<file path="config.mk">
export PLATFORM = sky130hd
export DESIGN_NAME = backoff_retry_jitter_scheduler
export DESIGN_NICKNAME = d
export VERILOG_FILES = /design/src/hw/rtl/bjs_pkg.sv /design/src/hw/rtl/bjs_div100.sv /design/src/hw/rtl/bjs_mod.sv /design/src/hw/rtl/backoff_retry_jitter_scheduler.sv
export SDC_FILE = /design/constraint.sdc
export NUM_CORES = 2
export LEC_CHECK = 0
export ABC_AREA = 1
export BUFFER_PORTS_ARGS = -buffer_cell sky130_fd_sc_hd__buf_2
export CAP_MARGIN = 10
export CORE_MARGIN = 2
export CORE_UTILIZATION = 60
export CTS_CLUSTER_SIZE = 16
export DETAILED_ROUTE_END_ITERATION = 16
export GPL_TIMING_DRIVEN = 0
export PLACE_DENSITY = 0.79
export SLEW_MARGIN = 20
export SYNTH_ARGS = -nofsm -noshare
export SYNTH_HDL_FRONTEND = slang
export SYNTH_SLANG_ARGS = --single-unit
</file>
<file path="constraint.sdc">
create_clock -name aclk -period 17.2 [get_ports aclk]
set_input_delay 0.86 -clock aclk [delete_from_list [all_inputs] [get_ports aclk]]
set_output_delay 0.86 -clock aclk [all_outputs]
set_load 0.03 [all_outputs]
</file>
<file path="src/hw/rtl/bjs_pkg.sv">
`default_nettype none

package bjs_pkg;

    localparam int unsigned DLY_W   = 32;  // deadline, period, jitter outputs
    localparam int unsigned BASE_W  = 31;
    localparam int unsigned CNT_W   = 6;
    localparam int unsigned PCT_W   = 7;
    localparam int unsigned RND_W   = 31;
    localparam int unsigned PROD_W  = DLY_W + PCT_W;   // deadline * percent
    localparam int unsigned BOUND_W = 33;              // product / 100 + 1
    localparam int unsigned PCT_DIV = 100;
    localparam int unsigned QREM_W  = 7;               // remainder below 100
    localparam int unsigned SH_W    = 5;

    // request opcodes
    localparam logic OP_NEXT    = 1'b0;
    localparam logic OP_RESTART = 1'b1;

    typedef enum logic [1:0] {
        CFG_BASE_DELAY     = 2'd0,
        CFG_MAX_RETRIES    = 2'd1,
        CFG_CAPPED_DELAY   = 2'd2,
        CFG_JITTER_PERCENT = 2'd3
    } cfg_idx_t;

    typedef struct packed {
        logic             op;
        logic [RND_W-1:0] random_word;
    } in_t;

    typedef struct packed {
        logic [DLY_W-1:0] retry_period;
        logic [DLY_W-1:0] deadline_used;
        logic [DLY_W-1:0] jitter_drawn;
        logic [CNT_W-1:0] retries_done;
        logic             exhausted;
        logic             clamped;
        logic             saturated;
        logic [DLY_W-1:0] expiration_time;
    } out_t;

    typedef struct packed {
        logic [DLY_W-1:0] val;
        logic             sat;
    } shl_t;

    // value << sh, saturated to 32 bits
    function automatic shl_t shl_sat(input logic [BASE_W-1:0] value,
                                     input logic [CNT_W-1:0]  sh);
        logic [DLY_W+BASE_W-1:0] wide;
        shl_t                    r;
        wide = (DLY_W+BASE_W)'(value) << sh[SH_W-1:0];
        if (value == '0) begin
            r.val = '0;
            r.sat = 1'b0;
        end else if (sh[CNT_W-1] || (|wide[DLY_W+BASE_W-1:DLY_W])) begin
            r.val = '1;
            r.sat = 1'b1;
        end else begin
            r.val = wide[DLY_W-1:0];
            r.sat = 1'b0;
        end
        return r;
    endfunction

endpackage

`default_nettype wire

</file>
<file path="src/hw/rtl/bjs_div100.sv">
`default_nettype none

// Restoring divide by 100, one quotient bit per cycle.
module bjs_div100 (
    input  wire logic                         aclk,
    input  wire logic                         aresetn,
    input  wire logic                         start,
    input  wire logic [bjs_pkg::PROD_W-1:0]   dividend,
    output logic                              done,
    output logic [bjs_pkg::PROD_W-1:0]        quotient
);

    localparam int unsigned CW = $clog2(bjs_pkg::PROD_W + 1);

    logic [bjs_pkg::PROD_W-1:0] sh_reg;
    logic [bjs_pkg::QREM_W-1:0] rem_reg;
    logic [bjs_pkg::QREM_W-1:0] rem_next;
    logic [bjs_pkg::QREM_W:0]   trial;
    logic                       ge;
    logic [CW-1:0]              cnt_reg;
    logic                       busy_reg;
    logic                       done_reg;

    always_comb begin
        trial    = {rem_reg, sh_reg[bjs_pkg::PROD_W-1]};
        ge       = trial >= (bjs_pkg::QREM_W+1)'(bjs_pkg::PCT_DIV);
        rem_next = ge ? bjs_pkg::QREM_W'(trial - (bjs_pkg::QREM_W+1)'(bjs_pkg::PCT_DIV))
                      : bjs_pkg::QREM_W'(trial);
    end

    always_ff @(posedge aclk) begin
        if (!aresetn) begin
            busy_reg <= 1'b0;
            done_reg <= 1'b0;
            cnt_reg  <= '0;
        end else begin
            done_reg <= 1'b0;
            if (start) begin
                sh_reg   <= dividend;
                rem_reg  <= '0;
                cnt_reg  <= CW'(bjs_pkg::PROD_W);
                busy_reg <= 1'b1;
            end else if (busy_reg) begin
                sh_reg  <= {sh_reg[bjs_pkg::PROD_W-2:0], ge};
                rem_reg <= rem_next;
                cnt_reg <= cnt_reg - CW'(1);
                if (cnt_reg == CW'(1)) begin
                    busy_reg <= 1'b0;
                    done_reg <= 1'b1;
                end
            end
        end
    end

    assign done     = done_reg;
    assign quotient = sh_reg;

endmodule

`default_nettype wire

</file>
<file path="src/hw/rtl/bjs_mod.sv">
`default_nettype none

// Restoring modulo, one dividend bit per cycle. The partial remainder
// never exceeds the bits shifted in so far, so it stays 31 bits wide.
module bjs_mod (
    input  wire logic                          aclk,
    input  wire logic                          aresetn,
    input  wire logic                          start,
    input  wire logic [bjs_pkg::RND_W-1:0]     dividend,
    input  wire logic [bjs_pkg::BOUND_W-1:0]   divisor,
    output logic                               done,
    output logic [bjs_pkg::RND_W-1:0]          remainder
);

    localparam int unsigned CW = $clog2(bjs_pkg::RND_W + 1);

    logic [bjs_pkg::RND_W-1:0]   sh_reg;
    logic [bjs_pkg::RND_W-1:0]   rem_reg;
    logic [bjs_pkg::BOUND_W-1:0] div_reg;
    logic [bjs_pkg::RND_W:0]     trial;
    logic                        ge;
    logic [CW-1:0]               cnt_reg;
    logic                        busy_reg;
    logic                        done_reg;

    always_comb begin
        trial = {rem_reg, sh_reg[bjs_pkg::RND_W-1]};
        ge    = bjs_pkg::BOUND_W'(trial) >= div_reg;
    end

    always_ff @(posedge aclk) begin
        if (!aresetn) begin
            busy_reg <= 1'b0;
            done_reg <= 1'b0;
            cnt_reg  <= '0;
        end else begin
            done_reg <= 1'b0;
            if (start) begin
                sh_reg   <= dividend;
                div_reg  <= divisor;
                rem_reg  <= '0;
                cnt_reg  <= CW'(bjs_pkg::RND_W);
                busy_reg <= 1'b1;
            end else if (busy_reg) begin
                sh_reg  <= {sh_reg[bjs_pkg::RND_W-2:0], 1'b0};
                rem_reg <= ge ? bjs_pkg::RND_W'(bjs_pkg::BOUND_W'(trial) - div_reg)
                              : bjs_pkg::RND_W'(trial);
                cnt_reg <= cnt_reg - CW'(1);
                if (cnt_reg == CW'(1)) begin
                    busy_reg <= 1'b0;
                    done_reg <= 1'b1;
                end
            end
        end
    end

    assign done      = done_reg;
    assign remainder = rem_reg;

endmodule

`default_nettype wire

</file>
<file path="src/hw/rtl/backoff_retry_jitter_scheduler.sv">
// Sequence: a retry request runs S_EXP, S_DSTART, the bit-serial divide by 100 in S_DIV,
//   the modulo in S_MOD, then S_ACC and S_FIN; a restart goes from S_EXP to S_ACC.
// Throughput: one request at a time; the next is taken in the cycle after the result is
//   loaded into the output register, and loading waits while a result is held and not taken.
// Reset: synchronous active-low aresetn; registers return to base 1, max retries 5,
//   cap 0, percent 0, retry count and jitter total zero, output empty.
`default_nettype none

module backoff_retry_jitter_scheduler (
    input  wire logic                 aclk,
    input  wire logic                 aresetn,
    // request channel
    input  wire logic                 s_valid,
    output logic                      s_ready,
    input  wire bjs_pkg::in_t         s_data,
    // result channel
    output logic                      m_valid,
    input  wire logic                 m_ready,
    output bjs_pkg::out_t             m_data,
    // register writes
    input  wire logic                 cfg_wr_en,
    input  wire logic [1:0]           cfg_index,
    input  wire logic [31:0]          cfg_wdata
);

    typedef enum logic [2:0] {
        S_IDLE,    // wait for a request; pick deadline, advance or clear retry count
        S_EXP,     // deadline * percent, expiration time
        S_DSTART,  // kick the divide by 100
        S_DIV,     // wait for quotient, then kick the modulo
        S_MOD,     // wait for the jitter
        S_ACC,     // accumulate jitter with saturation
        S_FIN      // compare, load output register
    } state_t;

    state_t state_reg;

    // register file
    logic [bjs_pkg::BASE_W-1:0] base_reg;
    logic [bjs_pkg::CNT_W-1:0]  max_reg;
    logic [bjs_pkg::DLY_W-1:0]  capped_reg;
    logic [bjs_pkg::PCT_W-1:0]  pct_reg;

    // sequence state
    logic [bjs_pkg::CNT_W-1:0]  count_reg;
    logic [bjs_pkg::DLY_W-1:0]  total_reg;

    // per-request working registers
    logic                       restart_reg;
    logic [bjs_pkg::RND_W-1:0]  rnd_reg;
    logic [bjs_pkg::DLY_W-1:0]  deadline_reg;
    logic                       sat_reg;
    logic                       exh_reg;
    logic [bjs_pkg::PROD_W-1:0] prod_reg;
    logic [bjs_pkg::RND_W-1:0]  jitter_reg;
    logic [bjs_pkg::DLY_W-1:0]  exp_reg;

    logic                       m_valid_reg;
    bjs_pkg::out_t              m_data_reg;

    // shared shifter: retry count while idle, max retries for expiration
    logic [bjs_pkg::CNT_W-1:0]  sh_amt;
    bjs_pkg::shl_t              shl;

    logic                       accept;
    logic                       exh_now;
    logic                       cap_pos;
    logic [bjs_pkg::DLY_W:0]    sum;
    logic                       clamped;
    logic                       out_free;

    logic                       div_start;
    logic                       div_done;
    logic [bjs_pkg::PROD_W-1:0] div_q;
    logic                       mod_start;
    logic                       mod_done;
    logic [bjs_pkg::RND_W-1:0]  mod_rem;
    logic [bjs_pkg::BOUND_W-1:0] bound;

    always_comb begin
        accept    = s_valid && (state_reg == S_IDLE);
        sh_amt    = (state_reg == S_IDLE) ? count_reg : max_reg;
        shl       = bjs_pkg::shl_sat(base_reg, sh_amt);
        exh_now   = count_reg >= max_reg;
        // cap counts only when strictly positive
        cap_pos   = !capped_reg[bjs_pkg::DLY_W-1] && (capped_reg != '0);
        sum       = (bjs_pkg::DLY_W+1)'(total_reg) + (bjs_pkg::DLY_W+1)'(jitter_reg);
        clamped   = total_reg > deadline_reg;
        out_free  = !m_valid_reg || m_ready;
        div_start = (state_reg == S_DSTART);
        // bound = product / 100 + 1, fits in 33 bits
        bound     = div_q[bjs_pkg::BOUND_W-1:0] + bjs_pkg::BOUND_W'(1);
        mod_start = (state_reg == S_DIV) && div_done;
    end

    bjs_div100 u_div (
        .aclk     (aclk),
        .aresetn  (aresetn),
        .start    (div_start),
        .dividend (prod_reg),
        .done     (div_done),
        .quotient (div_q)
    );

    bjs_mod u_mod (
        .aclk      (aclk),
        .aresetn   (aresetn),
        .start     (mod_start),
        .dividend  (rnd_reg),
        .divisor   (bound),
        .done      (mod_done),
        .remainder (mod_rem)
    );

    // register writes
    always_ff @(posedge aclk) begin
        if (!aresetn) begin
            base_reg   <= bjs_pkg::BASE_W'(1);
            max_reg    <= bjs_pkg::CNT_W'(5);
            capped_reg <= '0;
            pct_reg    <= '0;
        end else if (cfg_wr_en) begin
            case (cfg_index)
                bjs_pkg::CFG_BASE_DELAY:     base_reg   <= cfg_wdata[bjs_pkg::BASE_W-1:0];
                bjs_pkg::CFG_MAX_RETRIES:    max_reg    <= cfg_wdata[bjs_pkg::CNT_W-1:0];
                bjs_pkg::CFG_CAPPED_DELAY:   capped_reg <= cfg_wdata[bjs_pkg::DLY_W-1:0];
                bjs_pkg::CFG_JITTER_PERCENT: pct_reg    <= cfg_wdata[bjs_pkg::PCT_W-1:0];
                default: ;
            endcase
        end
    end

    // sequencer, sequence state and output register
    always_ff @(posedge aclk) begin
        if (!aresetn) begin
            state_reg   <= S_IDLE;
            count_reg   <= '0;
            total_reg   <= '0;
            m_valid_reg <= 1'b0;
        end else begin
            // taken result leaves unless a new one is loaded this cycle
            if (m_ready && !((state_reg == S_FIN) && out_free)) begin
                m_valid_reg <= 1'b0;
            end
            case (state_reg)
                S_IDLE: begin
                    if (accept) begin
                        restart_reg <= (s_data.op == bjs_pkg::OP_RESTART);
                        rnd_reg     <= s_data.random_word;
                        jitter_reg  <= '0;
                        if (s_data.op == bjs_pkg::OP_RESTART) begin
                            // restart: count, jitter total and deadline read zero
                            count_reg    <= '0;
                            total_reg    <= '0;
                            deadline_reg <= '0;
                            sat_reg      <= 1'b0;
                            exh_reg      <= 1'b0;
                        end else if (exh_now) begin
                            // budget used up: cap or base, jitter starts over
                            total_reg    <= '0;
                            deadline_reg <= cap_pos ? capped_reg
                                                    : bjs_pkg::DLY_W'(base_reg);
                            sat_reg      <= 1'b0;
                            exh_reg      <= 1'b1;
                        end else begin
                            count_reg    <= count_reg + bjs_pkg::CNT_W'(1);
                            deadline_reg <= shl.val;
                            sat_reg      <= shl.sat;
                            exh_reg      <= 1'b0;
                        end
                        state_reg <= S_EXP;
                    end
                end
                S_EXP: begin
                    prod_reg  <= bjs_pkg::PROD_W'(deadline_reg) * bjs_pkg::PROD_W'(pct_reg);
                    exp_reg   <= shl.val;
                    state_reg <= restart_reg ? S_ACC : S_DSTART;
                end
                S_DSTART: begin
                    state_reg <= S_DIV;
                end
                S_DIV: begin
                    if (div_done) begin
                        state_reg <= S_MOD;
                    end
                end
                S_MOD: begin
                    if (mod_done) begin
                        jitter_reg <= mod_rem;
                        state_reg  <= S_ACC;
                    end
                end
                S_ACC: begin
                    // jitter total saturates at all ones
                    total_reg <= sum[bjs_pkg::DLY_W] ? '1 : sum[bjs_pkg::DLY_W-1:0];
                    state_reg <= S_FIN;
                end
                S_FIN: begin
                    if (out_free) begin
                        m_valid_reg                <= 1'b1;
                        m_data_reg.retry_period    <= clamped ? '0 : deadline_reg - total_reg;
                        m_data_reg.deadline_used   <= deadline_reg;
                        m_data_reg.jitter_drawn    <= bjs_pkg::DLY_W'(jitter_reg);
                        m_data_reg.retries_done    <= count_reg;
                        m_data_reg.exhausted       <= exh_reg;
                        m_data_reg.clamped         <= clamped;
                        m_data_reg.saturated       <= sat_reg;
                        m_data_reg.expiration_time <= exp_reg;
                        state_reg                  <= S_IDLE;
                    end
                end
                default: begin
                    state_reg <= S_IDLE;
                end
            endcase
        end
    end

    assign s_ready = (state_reg == S_IDLE);
    assign m_valid = m_valid_reg;
    assign m_data  = m_data_reg;

    // one request in flight: acceptance closes the input side
    a_one_in_flight: assert property (@(posedge aclk) disable iff (!aresetn)
        (s_valid && s_ready) |=> !s_ready)
        else $error("request accepted while another is in flight");

    // a clamped period is zero
    a_clamp_zero: assert property (@(posedge aclk) disable iff (!aresetn)
        (m_valid && m_data.clamped) |-> (m_data.retry_period == '0))
        else $error("clamped result with nonzero period");

    // saturation only on the doubling path
    a_sat_not_exh: assert property (@(posedge aclk) disable iff (!aresetn)
        (m_valid && m_data.exhausted) |-> !m_data.saturated)
        else $error("saturated flag on exhausted result");

    // reset empties the output register
    a_reset_empty: assert property (@(posedge aclk)
        !aresetn |=> !m_valid)
        else $error("result valid after reset");

endmodule

`default_nettype wire
</file>
==> results by group <==
Die
  • Initial Util: 60.61%
  • Ports: 210
  • Die Width: 250.9 um
  • Die Area: 62,970 sq um
  • Die Y-Extent: 250.9 um
  • Row cnt: 90
  • Core box area: 60,360 sq um

Outcome
  • Status: completed

GRT
  • Initial antenna violation count: 2
  • Vias in the first global route: 29,860
  • Remaining Overflow, GRT: 0
  • First-pass GRT wire length: 164,300 um
  • Largest net degree at the start of global routing: 33
  • Total global-route track usage: 33.77%

Clocking
  • Post-CTS Hold Fix Bufs: 0
  • Clock Latency Late Sink: 630 ps
  • CTS tree: built
  • CTS H-Tree Depth: 2
  • Post-CTS setup buffers: 0
  • Total CTS buffers: 59
  • Clock Tree Buf Depth: 3
  • Worst-path clk slew: 60 ps
  • Root Buffer: clkbuf_16
  • TritonCTS Sinks: 578
  • Post-cts resize count: 0

Setup path
  • Crit path buf inv count: 4
  • R2R cell count: 20
  • CP startpoint kind: flop
  • Capture point of the worst path: prod_reg[32]
  • Crit path depth: 20
  • Slowest CP cell: clkbuf_1
  • Crit Path Class: flop to flop
  • Critical path fanouts, max: 10
  • Reg-to-Reg End: prod_reg[32]
  • Crit-path max cell delay: 620 ps
  • Critical Path RT: 17,560 ps
  • CP startpoint: pct_reg[5]
  • Worst R2R Setup Slack: 10,930 ps
  • RR Startpoint: pct_reg[5]
  • CP top delay family: adder cells
  • Crit path DAT: 6630 ps
  • CP Cell Sequence: clkbuf_1 > clkbuf_1 > nand2_1 > fa_1 > fa_1 > inv_1 > fa_1 > fa_1 > ha_1 > nand2_1 > inv_1 > a21oi_1 > o21ai_0 > a21oi_1 > o21ai_0 > a21boi_0 > o21ai_0 > nand2_1 > nand3_1 > nand2_1
  • CP Capture Type: flop

Finish
  • Filler cell count: 4,848
  • Fin area: 41,020 sq um
  • Layout overhead on the synthesized area: 12.13%
  • Nets: 4,943
  • Multi-input logic area: 17,200 sq um
  • Max reg flops: 136
  • Share of cells above drive strength 1: 8.475%
  • Flip-flop and latch area: 16,030 sq um

Synth
  • Synth Area in Compound Gates: 11.63%
  • FF+latch count, synth: 578
  • Register area share after synthesis: 43.80%
  • Yosys top cell area share: 36.53%
  • Post-synthesis xor/xnor area fraction: 2.969%
  • Unique masters post-synth: 56
  • Post-Syn Area: 36,590 sq um
  • Asr flop ratio synth: 0%
  • Syn Nets: 4,658
  • Post-synthesis mux area share: 0%
  • Largest family of logic cells by synthesized area: simple AND/OR/NAND/NOR gates
  • Top FF cell, synth: edfxtp_1
  • Post-Synth Adder-Cell Area: 13.99%
  • Synth Instances: 4,269
  • Simple-gate share of the synthesized area: 18.27%
  • Syn avg cell area: 8.570 sq um
  • Largest area contributor in the netlist: edfxtp_1
  • Post-synth EDFFs: 445
  • Top cells by area, synth: edfxtp_1, nand2_1, fa_1
  • Synthesis Warnings: 0

STA
  • Final Setup Violations: 0
  • Fin crit share: 36.47%
  • Worst hold slack: 407.4 ps
  • Setup TNS: 0 ps
  • Max Clock Freq: 159.4 MHz
  • Hold Violations, Final: 0
  • Layout Skew: 22.38 ps
  • RSZ-0062 raised after global routing: no
  • Minimum clock period: 6273 ps
  • Slew Viols, Final: 0
  • Worst Tran Pin Value: 880.1 ps
  • Slew Limit Headroom: 41.33%

Power and ir drop
  • Static leakage: 19.02 nW
  • Final Power: 5.708 mW
  • Peak supply drop: 0.1501 mV
  • P per Cell Area: 139.1 nW/um^2

Drt
  • Via Count: 30,910
  • WL final: 106,400 um
  • Drt first pass iters: 8
  • Vias per Instance: 5.738
  • Drt wl/cell: 19.75 um
  • Iter 0 DRT Violations: 3,109
  • Final antenna-violating net count: 0
  • DRC errors left: 0

Placement
  • Port buffer count: 208
  • Placed cell area: 38,970 sq um
  • Dpl hpwl: 82,870 um
  • Routability cong.: 1.033

Hold path
  • Worst Hold Depth: 1
  • Hold Crit Class: primary input to flop

Job
  • Total of max-cap violations: 0
report_power, final:
part           internal [mW]  total [mW]  switching [mW]
Clock                  0.791        1.35           0.560
Combinational          0.740        2.35            1.61
Sequential              1.82        2.01           0.189
Total                   3.35        5.71            2.36
per-stage QoR:
| step | utilization [%] | worst slack [ps] | cells |
|---|---|---|---|
| 2_1_floorplan | - | 9434 | 4269 |
| 3_3_place_gp | 63.96 | 5951 | 5259 |
| 3_5_place_dp | 64.57 | 11000 | 5275 |
| 4_1_cts | 67.96 | 11020 | 5384 |
| 5_1_grt | 67.96 | 10650 | 5385 |
| 6_report | 67.97 | 10930 | 5387 |
cells by family after synthesis:
kind of cell | count (synthesis)
xor+xnor | 124
buf+inv | 882
other cells | 1
fa+ha+maj | 318
flops | 578
compound gates | 776
simple gates | 1590
worst register-to-register path, delay by kind of cell, from the launching register on:
kind	cells	cell delay, ps
DFF	1	300
buffers and inverters	4	1160
and+or+nand+nor	5	510
AOI/OAI and AO/OA	6	1530
adders and majority gates	5	2510
cells in the mapped netlist (all sizes together) (15+ instances only):
| library cell | n |
|---|---|
| nor4 | 19 |
| nor2 | 239 |
| nand4 | 42 |
| o21a | 15 |
| nor3 | 46 |
| buf | 30 |
| dfxtp | 133 |
| a31oi | 28 |
| nand3 | 275 |
| clkbuf | 118 |
| xnor2 | 45 |
| edfxtp | 445 |
| a21oi | 334 |
| inv | 731 |
| o211ai | 24 |
| ha | 166 |
| o21ai | 307 |
| nand2 | 937 |
| fa | 152 |
| xor2 | 79 |
layout by cell type (no fill, tap or decap), types with 5 or more instances in the layout:
| cell type | n |
|---|---|
| a21boi_0 | 9 |
| a21o_1 | 13 |
| a21oi_1 | 332 |
| a221oi_1 | 10 |
| a31oi_1 | 28 |
| and2_1 | 5 |
| buf_12 | 9 |
| buf_2 | 216 |
| buf_4 | 20 |
| bufinv_16 | 10 |
| clkbuf_1 | 127 |
| clkbuf_16 | 59 |
| clkinv_1 | 10 |
| clkinv_2 | 5 |
| clkinvlp_4 | 9 |
| dfxtp_1 | 133 |
| edfxtp_1 | 445 |
| fa_1 | 152 |
| ha_1 | 166 |
| inv_1 | 727 |
| nand2_1 | 932 |
| nand3_1 | 273 |
| nand3b_1 | 10 |
| nand4_1 | 42 |
| nor2_1 | 229 |
| nor2_2 | 5 |
| nor2_4 | 5 |
| nor3_1 | 43 |
| nor4_1 | 19 |
| o211ai_1 | 24 |
| o21a_1 | 15 |
| o21ai_0 | 287 |
| o21ai_1 | 17 |
| o21bai_1 | 11 |
| o31ai_1 | 7 |
| or2_2 | 13 |
| xnor2_1 | 45 |
| xor2_1 | 79 |
layer usage:
metal / track usage [%] / wire, um
met1: 44.96 / 43510
met5: 0 / 0
met3: 5.612 / 9022
met2: 53.96 / 47980
met4: 16.85 / 5858
cell type report:
cell class,count,area share (%)
Timing Repair Buffer,224,3.309
Antenna cell,3,0.01830
Clock buffer,70,3.748
Buffer,148,1.598
Inverter,734,6.716
Multi-Input combinational cell,2809,41.93
Sequential cell,578,39.06
Tap cell,782,2.385
Clock inverter,39,1.229
worst min path at each step:
stage / endpoint / startpoint
after floorplan: m_data[0] / exp_reg[0]
after CTS: rnd_reg[19] / s_data[19]
after global routing: rnd_reg[19] / s_data[19]
after detailed placement: m_data[1] / exp_reg[1]
after global placement: m_data[24] / exp_reg[24]
final: rnd_reg[30] / s_data[30]
Note: power is estimated with default switching activity, not from simulation.
